<file path="src/rtl/mbru_pkg.sv">
package mbru_pkg;

	localparam int FRAME_BITS     = 8;
	localparam int RUN_FLAG_BIT   = FRAME_BITS - 1;
	localparam int COLOUR_BIT     = FRAME_BITS - 2;
	localparam int LEN_W          = FRAME_BITS - 2;
	localparam int LITERAL_PIXELS = FRAME_BITS - 1;

	typedef logic [FRAME_BITS-1:0]     frame_t;
	typedef logic [LEN_W-1:0]          count_t;
	typedef logic [LITERAL_PIXELS-1:0] pix_shift_t;

	localparam count_t LITERAL_COUNT = count_t'(LITERAL_PIXELS);

	typedef enum logic [1:0] {
		ST_IDLE = 2'b01,
		ST_EMIT = 2'b10
	} state_t;

	// controller -> datapath
	typedef struct packed {
		logic load;     // capture the incoming frame byte
		logic advance;  // current pixel beat taken, step to the next
	} dp_cmd_t;

	// datapath -> controller
	typedef struct packed {
		logic zero_run; // incoming byte is a run of length zero
		logic last;     // pixel on the output is the final one of its byte
	} dp_sts_t;

endpackage

</file>
<file path="src/rtl/mbru_if.sv">
interface mbru_in_if;
	import mbru_pkg::*;

	logic   valid;
	logic   ready;
	frame_t frame_byte;

	modport source (output valid, output frame_byte, input ready);
	modport sink   (input valid, input frame_byte, output ready);
endinterface

interface mbru_out_if;
	logic valid;
	logic ready;
	logic pixel;
	logic last_of_byte;

	modport source (output valid, output pixel, output last_of_byte, input ready);
	modport sink   (input valid, input pixel, input last_of_byte, output ready);
endinterface

</file>
<file path="src/rtl/mbru_datapath.sv">
module mbru_datapath (
	input  logic              clk,
	input  logic              arst_n,
	input  mbru_pkg::frame_t  frame_byte,
	input  mbru_pkg::dp_cmd_t cmd,
	output mbru_pkg::dp_sts_t sts,
	output logic              pixel,
	output logic              last_of_byte
);
	import mbru_pkg::*;

	pix_shift_t shift_q;
	count_t     remain_q;
	logic       is_run_q;
	logic       is_run_in;

	assign is_run_in = frame_byte[RUN_FLAG_BIT];

	// Run bytes keep the colour in the top bit of the shifter and never shift.
	always_ff @(posedge clk) begin
		if (cmd.load) begin
			shift_q  <= frame_byte[LITERAL_PIXELS-1:0];
			is_run_q <= is_run_in;
			remain_q <= is_run_in ? frame_byte[LEN_W-1:0] : LITERAL_COUNT;
		end else if (cmd.advance) begin
			if (!is_run_q) begin
				shift_q <= {shift_q[LITERAL_PIXELS-2:0], 1'b0};
			end
			remain_q <= remain_q - count_t'(1);
		end
	end

	assign pixel        = shift_q[LITERAL_PIXELS-1];
	assign last_of_byte = (remain_q == count_t'(1));

	assign sts.zero_run = is_run_in && (frame_byte[LEN_W-1:0] == '0);
	assign sts.last     = last_of_byte;

	a_adv_nonzero: assert property (@(posedge clk) disable iff (!arst_n)
		cmd.advance && !cmd.load |-> remain_q != '0)
		else $error("pixel beat taken with no pixels left");

	a_adv_count: assert property (@(posedge clk) disable iff (!arst_n)
		cmd.advance && !cmd.load |=> remain_q == $past(remain_q) - count_t'(1))
		else $error("pixel count did not step down");

endmodule

</file>
<file path="src/rtl/mbru_ctrl.sv">
module mbru_ctrl (
	input  logic              clk,
	input  logic              arst_n,
	input  logic              in_valid,
	output logic              in_ready,
	output logic              out_valid,
	input  logic              out_ready,
	output mbru_pkg::dp_cmd_t cmd,
	input  mbru_pkg::dp_sts_t sts
);
	import mbru_pkg::*;

	state_t state_q, state_d;

	always_comb begin
		state_d   = state_q;
		cmd       = '0;
		in_ready  = 1'b0;
		out_valid = 1'b0;
		unique case (state_q)
			ST_IDLE: begin
				in_ready = 1'b1;
				if (in_valid) begin
					cmd.load = 1'b1;
					if (!sts.zero_run) state_d = ST_EMIT;
				end
			end
			ST_EMIT: begin
				out_valid = 1'b1;
				// next byte may enter on the beat that drains the last pixel
				in_ready  = out_ready && sts.last;
				if (out_ready) begin
					cmd.advance = 1'b1;
					if (sts.last) begin
						if (in_valid) begin
							cmd.load = 1'b1;
							state_d  = sts.zero_run ? ST_IDLE : ST_EMIT;
						end else begin
							state_d = ST_IDLE;
						end
					end
				end
			end
			default: state_d = ST_IDLE;
		endcase
	end

	always_ff @(posedge clk or negedge arst_n) begin
		if (!arst_n) begin
			state_q <= ST_IDLE;
		end else begin
			state_q <= state_d;
		end
	end

	a_load_when_free: assert property (@(posedge clk) disable iff (!arst_n)
		cmd.load |-> (state_q == ST_IDLE) || (out_ready && sts.last))
		else $error("byte loaded while pixels still pending");

	a_mid_byte_stays: assert property (@(posedge clk) disable iff (!arst_n)
		(state_q == ST_EMIT) && !sts.last |=> state_q == ST_EMIT)
		else $error("left emit state before last pixel");

	a_zero_run_silent: assert property (@(posedge clk) disable iff (!arst_n)
		cmd.load && sts.zero_run |=> state_q == ST_IDLE)
		else $error("zero-length run produced pixels");

	a_nonzero_emits: assert property (@(posedge clk) disable iff (!arst_n)
		cmd.load && !sts.zero_run |=> state_q == ST_EMIT)
		else $error("byte with pixels did not start emitting");

endmodule

</file>
<file path="src/rtl/mono_bitmap_rle_unpacker.sv">
// channel  dir  payload                      notes
// frames   in   frame_byte[7:0]              one compressed byte per beat
// pixels   out  pixel, last_of_byte          one pixel per beat
//
// A literal byte gives 7 pixels, a run byte N (N = bits 5..0), one pixel per
// cycle from the shift/count register while pixels is ready; a zero-length
// run gives none. The next byte is taken on the beat that delivers the last
// pixel of the current one. Reset clears only the controller state.
// A stall on pixels holds the current pixel; frames is held off meanwhile.
module mono_bitmap_rle_unpacker (
	input  logic       clk,
	input  logic       arst_n,
	mbru_in_if.sink    frames,
	mbru_out_if.source pixels
);
	import mbru_pkg::*;

	dp_cmd_t cmd;
	dp_sts_t sts;

	mbru_ctrl u_ctrl (
		.clk       (clk),
		.arst_n    (arst_n),
		.in_valid  (frames.valid),
		.in_ready  (frames.ready),
		.out_valid (pixels.valid),
		.out_ready (pixels.ready),
		.cmd       (cmd),
		.sts       (sts)
	);

	mbru_datapath u_datapath (
		.clk          (clk),
		.arst_n       (arst_n),
		.frame_byte   (frames.frame_byte),
		.cmd          (cmd),
		.sts          (sts),
		.pixel        (pixels.pixel),
		.last_of_byte (pixels.last_of_byte)
	);

endmodule

</file>
<file path="src/flat_wrapper.sv">
// flat-port wrapper written by rule: the top's interface ports become plain ports
module mono_bitmap_rle_unpacker_flat import mbru_pkg::*;
  (clk, arst_n, frames_valid, frames_frame_byte, frames_ready, pixels_valid, pixels_pixel, pixels_last_of_byte, pixels_ready);
  mbru_in_if frames_i ();
  mbru_out_if pixels_i ();
  input  logic clk;
  input  logic arst_n;
  input wire logic [$bits(frames_i.valid)-1:0] frames_valid;
  input wire logic [$bits(frames_i.frame_byte)-1:0] frames_frame_byte;
  output wire logic [$bits(frames_i.ready)-1:0] frames_ready;
  output wire logic [$bits(pixels_i.valid)-1:0] pixels_valid;
  output wire logic [$bits(pixels_i.pixel)-1:0] pixels_pixel;
  output wire logic [$bits(pixels_i.last_of_byte)-1:0] pixels_last_of_byte;
  input wire logic [$bits(pixels_i.ready)-1:0] pixels_ready;
  assign frames_i.valid = frames_valid;
  assign frames_i.frame_byte = frames_frame_byte;
  assign frames_ready = frames_i.ready;
  assign pixels_valid = pixels_i.valid;
  assign pixels_pixel = pixels_i.pixel;
  assign pixels_last_of_byte = pixels_i.last_of_byte;
  assign pixels_i.ready = pixels_ready;
  mono_bitmap_rle_unpacker u_core (.clk(clk), .arst_n(arst_n), .frames(frames_i), .pixels(pixels_i));
endmodule
</file>
<file path="config.mk">
export PLATFORM = sky130hd
export DESIGN_NAME = mono_bitmap_rle_unpacker_flat
export DESIGN_NICKNAME = d
export VERILOG_FILES = /design/src/rtl/mbru_pkg.sv /design/src/rtl/mbru_if.sv /design/src/rtl/mbru_datapath.sv /design/src/rtl/mbru_ctrl.sv /design/src/rtl/mono_bitmap_rle_unpacker.sv /design/src/flat_wrapper.sv
export SDC_FILE = /design/constraint.sdc
export NUM_CORES = 1
export LEC_CHECK = 0
export BUFFER_PORTS_ARGS = -buffer_cell sky130_fd_sc_hd__clkbuf_2
export CORE_ASPECT_RATIO = 1.4
export CORE_MARGIN = 10
export CORE_UTILIZATION = 48
export CTS_BUF_LIST = sky130_fd_sc_hd__clkbuf_16
export DETAILED_ROUTE_END_ITERATION = 16
export PLACE_DENSITY = 0.8
export REMOVE_ABC_BUFFERS = 1
export SYNTH_ARGS = -nofsm -noshare
export SYNTH_HDL_FRONTEND = slang
export SYNTH_SLANG_ARGS = --single-unit
</file>
<file path="constraint.sdc">
create_clock -name clk -period 2.5 [get_ports clk]
set_clock_uncertainty 0.2 [all_clocks]
set_input_delay 0.375 -clock clk [delete_from_list [all_inputs] [get_ports clk]]
set_output_delay 0.375 -clock clk [all_outputs]
set_load 0.02 [all_outputs]
</file>
# After elaboration in Yosys (flattened, before gate mapping)
# Index checks and enable logic that the tools add are counted.
# W data, S select, Z words.
# totals
inputBits	12
rom_bits	0
n_memories	0
out_inout_bits	4
wordCells	39
latchBits	0
ramBits	0
reg_bits	16
# op_classes
reduce_logical	6
order_cmp	0
n_mux	20
div	0
bitwise	0
shifts	0
add_sub_neg	1
eq_ne	8
multipliers	0
# ops
cell	n
$mux W7	3
$mux W6	3
$mux W2	7
$ne A2 B2 Y1 const B	4
$eq A6 B1 Y1 const B	1
$logic_not A6 Y1	1
$sub A6 B1 Y6 const B	1
$mux W1	4
$pmux W1 S2	2
$pmux W2 S2	1
$reduce_and A4 Y1	1
$eq A2 B1 Y1 const B	1
$eq A2 B2 Y1 const B	1
$logic_and A1 B1 Y1	2
$ne A2 B1 Y1 const B	1
$reduce_and A2 Y1	1
$reduce_bool A2 Y1	1

# Depth between registers and ports, before layout
# depth
ltp_word	7
mapped_depth	7
mapped_depth_nobuf	5

# By module
# A second synthesis with hierarchy kept.
# hier_totals
cells_unflattened	84
hier_area_um2	938.4
# by_module_without_submodules
module	area_per_inst_um2	seq_area_each_um2	cells_per_inst	n_inst
mbru_datapath	733.2	420.4	60	1
mbru_ctrl	205.2	51.3	24	1

# Worst setup path after synthesis
# Ideal clock, no wire load.
# synth_path
path_kind	flip-flop to flip-flop
startpoint	register u_core.u_ctrl.state_q[0]
endpoint	register u_core.u_datapath.shift_q[0] (enable)
t_arrival_ns	1.815
path_buffers	2
stages_incl_launch_ff	8
setup_ns	0.371
synth_period_minus_slack_ns	2.386
path_slack_ns	0.114
required_time_ns	1.929
path_cell_list	dfstp_2 > inv_1 > ha_1 > clkbuf_2 > a41oi_2 > nor3b_4 > buf_8 > o21bai_1
# synth_lines
item	line	text
from (decl)	mbru_ctrl.sv:13	state_t state_q, state_d;
from (signal assigned)	mbru_ctrl.sv:52	state_q <= state_d;
to (signal assigned)	mbru_datapath.sv:22	shift_q <= frame_byte[LITERAL_PIXELS-1:0];
to (signal assigned)	mbru_datapath.sv:27	shift_q <= {shift_q[LITERAL_PIXELS-2:0], 1'b0};
to (decl)	mbru_datapath.sv:12	pix_shift_t shift_q;

# Final worst setup path
# layout_path
startpoint	register u_core.u_datapath.remain_q[2]
endpoint	register u_core.u_datapath.remain_q[2] (data pin)
# layout_between
elab_chain_cells	5
elab_cells_between_ends	7
cone_classes	add/sub (1); eq/ne (1); mux (5)
# layout_lines
item	line	text
from (decl)	mbru_datapath.sv:13	count_t remain_q;
from (signal assigned)	mbru_datapath.sv:24	remain_q <= is_run_in ? frame_byte[LEN_W-1:0] : LITERAL_COUNT;
from (signal assigned)	mbru_datapath.sv:29	remain_q <= remain_q - count_t'(1);
$eq A6 B1 Y1	mbru_datapath.sv:34	assign last_of_byte = (remain_q == count_t'(1));
$mux W1	mbru_ctrl.sv:34	if (sts.last) begin
$mux W2	mbru_ctrl.sv:32	if (out_ready) begin
$pmux W1 S2	mbru_ctrl.sv:20	unique case (state_q)
$mux W6 *	mbru_datapath.sv:21	if (cmd.load) begin
# Every way passes the cells marked *; elsewhere a longest branch is shown, timed or not. The select of a mux whose other input is x is not followed.
# A chain may end at the register's enable or synchronous reset.

==> results.tsv <==
metric	value	unit
use_met1	9.28	%
grtUsageMet2	16.1	%
crit_path_end_kind	register	
critical_path_destination	u_core.u_datapath.remain_q[2]$_DFFE_PP_	
crit_required	2.29	ns
crit_cells	5	
reg2reg_to	u_core.u_datapath.remain_q[2]$_DFFE_PP_	
wl	1830	um
power.density_cell_area	1170	mW/mm^2
drt_iter0_markers	17	
cpPeakStageDelay	0.44	ns
io-pin-count	16	
syn_area	945	sq um
met3_usage	3.31	%
final_worst_path_cycle_share	93.1	%
final_worst_slack	0.172	ns
grt_setup_unrepaired	false	
r2r-start	u_core.u_datapath.remain_q[2]$_DFFE_PP_	
setup_violations	0	
cts_post_setup_buffers_inserted	0	
critical_setup_path_kind	reg2reg	
crit_start	u_core.u_datapath.remain_q[2]$_DFFE_PP_	
timing.max_cap.violations	0	
globalRouteTotalUtil	9.23	%
detail_route.drc_violations	0	
crit_path_leading_delay_family	simple AND/OR/NAND/NOR gates	
numPortBuffers	15	
slew_violations	0	
synth-edff-count	14	
cts_tree	yes	
fin_hold_ws	0.212	ns
fin_setup_tns	0	ns
synthesized_flop_and_latch_total	16	
period_minus_slack	2.33	ns
hp-start	frames_frame_byte[7]	
vdd_drop_max	669	uV
post_route_cells_drive_above_1_share	36.5	%
crit_buf_inv	1	
finalNonFillerCells	116	
status	finished, final reports clean	
max-slew-margin-rel	54.7	%
grt_antenna_before_repair	0	
p_leak	0.459	nW
design.die.area	0.00417	sq mm
tritoncts.num_buffers	3	
synth.lib_cells_used.distinct	32	
dp_hpwl	1420	um
vias_per_cell	5.55	
cell_accounting_for_the_most_synthesized_area	sky130_fd_sc_hd__edfxtp_1	
clock_latency_late_sink	0.25	ns
die_width	57.5	um
place.detailed.instances	111	
insertedDiodeCount	0	
pre_cts_slack	0.184	ns
maxClockFrequency	430	MHz
gp_congestion	0.799	
cp_data_arrival_time	2.12	ns
timing.hold.worst.class	in2reg	
core_area	0.00182	sq mm
grt.overflow.total	0	
area.growth.synth_to_final	20.3	%
cts.path.max_buffers	2	
rrSetupSlack	0.17	ns
firstDrtPassIters	4	
synth.top_cells.by_area	sky130_fd_sc_hd__edfxtp_1 (45%), sky130_fd_sc_hd__mux2_2 (7.2%), sky130_fd_sc_hd__ha_1 (5.3%), sky130_fd_sc_hd__mux2i_1 (5.3%), sky130_fd_sc_hd__dfstp_2 (2.8%)	
syn-mean-instance-area	12.6	sq um
global_route.peak_usage_layer	met2	
cts-root-buf	sky130_fd_sc_hd__clkbuf_16	
tritoncts_num_sinks	16	
ys_seq_area_share	49.9	%
row_count	18	
die_height	72.5	um
nets	113	
cp_max_fo	8	
cts_resized	0	
tightestPinTransition	0.678	ns
timing.final.hold_violations	0	
path_clk_slew	0.05	ns
initial_core_util	51.8	%
first_global_vias	712	
number_of_standard_cells_after_synthesis	75	
detailroute.via_count	644	
grt_pass1_wl	3080	um
ant_nets	0	
yosys_most_used_dff	sky130_fd_sc_hd__edfxtp_1	
grt_start_max_net_pins	10	
cp-start-kind	register	
crit_path_top_delay_cell	sky130_fd_sc_hd__edfxtp_1	
yosysTopAreaCellShare	44.5	%
routed_wire_length_per_instance	15.8	um
yosys_warnings	0	
asyncSetResetFlopFracSynth	12.5	%
worstPathCellList	nor4_2, a41oi_2, nor3b_4, buf_4, mux2_2	
cts.htree.levels	1	
reg2regPathDepth	5	
per-stage QoR:
step                      area [sq um]  total power, mW  utilization, %
final                             1140             1.33            62.3
after global routing              1140             1.42            62.3
after CTS                         1140             1.35            62.3
after detailed placement          1050             1.03            57.4
after global placement            1050             1.01            57.4
after floorplan                    925            0.889               -
power breakdown:
group          total, mW  switching (mW)  leakage, nW  internal [mW]
clock network      0.310          0.0982       0.0385          0.212
registers          0.504          0.0562        0.154          0.448
logic              0.521           0.275        0.267          0.246
how the worst min path moves through the flow:
| stage | to | slack, ns | depth (start not counted) |
|---|---|---|---|
| 2_1_floorplan | u_core.u_ctrl.state_q[1]$_DFFE_PN0P_ | -0.12 | 0 |
| 3_3_place_gp | u_core.u_ctrl.state_q[1]$_DFFE_PN0P_ | -0.04 | 1 |
| 3_5_place_dp | u_core.u_ctrl.state_q[1]$_DFFE_PN0P_ | -0.04 | 1 |
| 4_1_cts | u_core.u_datapath.is_run_q$_DFFE_PP_ | 0.20 | 1 |
| 5_1_grt | u_core.u_datapath.is_run_q$_DFFE_PP_ | 0.22 | 1 |
| 6_report | u_core.u_datapath.is_run_q$_DFFE_PP_ | 0.21 | 1 |
layer usage:
layer / wire [um] / vias up
li1: - / 316
met1: 747 / 305
met2: 936 / 18
met3: 105 / 5
met4: 39 / 0
met5: 0 / -
state kept, by name (all words and copies together) (netlist names):
name                        flops
u_core.u_ctrl.state_q           2
u_core.u_datapath.is_run_q      1
u_core.u_datapath.remain_q      6
u_core.u_datapath.shift_q       7
logic make-up after synthesis:
kind of cell    after synthesis  synth area share, %
fa+ha+maj                     4                 5.30
flops                        16                 49.9
buf+inv                       7                 4.11
mux                          12                 14.0
xor+xnor                      4                 3.71
simple gates                 22                 13.8
compound gates               10                 9.14
worst reg2reg max path, cell delays in order (launching register included):
cell and delay (ns):
sky130_fd_sc_hd__edfxtp_1 0.44, sky130_fd_sc_hd__nor4_2 0.42, sky130_fd_sc_hd__a41oi_2 0.22, sky130_fd_sc_hd__nor3b_4 0.25, sky130_fd_sc_hd__buf_4 0.21, sky130_fd_sc_hd__mux2_2 0.34
Yosys cell counts (all sizes together) (2+ instances only):
cell,instances
nor2b,3
nor2,5
inv,5
xor2,3
and2,2
edfxtp,14
mux2i,5
a21o,2
ha,4
mux2,7
nand2,6
layout by cell type, fill, tap and decap left out, types with 2 or more instances in the layout:
cell type	n
sky130_fd_sc_hd__mux2i_1	5
sky130_fd_sc_hd__nor2_1	5
sky130_fd_sc_hd__xor2_1	3
sky130_fd_sc_hd__ha_1	4
sky130_fd_sc_hd__and2_2	2
sky130_fd_sc_hd__nor2b_1	3
sky130_fd_sc_hd__edfxtp_1	14
sky130_fd_sc_hd__clkbuf_16	3
sky130_fd_sc_hd__clkbuf_2	15
sky130_fd_sc_hd__mux2_2	6
sky130_fd_sc_hd__inv_1	5
sky130_fd_sc_hd__nand2_1	6
sky130_fd_sc_hd__buf_4	3
cell type report:
class	instances	area [sq um]
Inverter	5	18.8
Timing Repair Buffer	19	108
Clock inverter	1	3.75
Tap cell	20	25.0
Sequential cell	16	472
Fill cell	147	688
Clock buffer	3	75.1
Multi-Input combinational cell	52	434
timing repair:
action                                 CTS  global route
hold buffers                             1             0
setup endpoints to repair                0             0
endpoints found under the hold margin    2             0
Power figures use the tool's default switching activity.
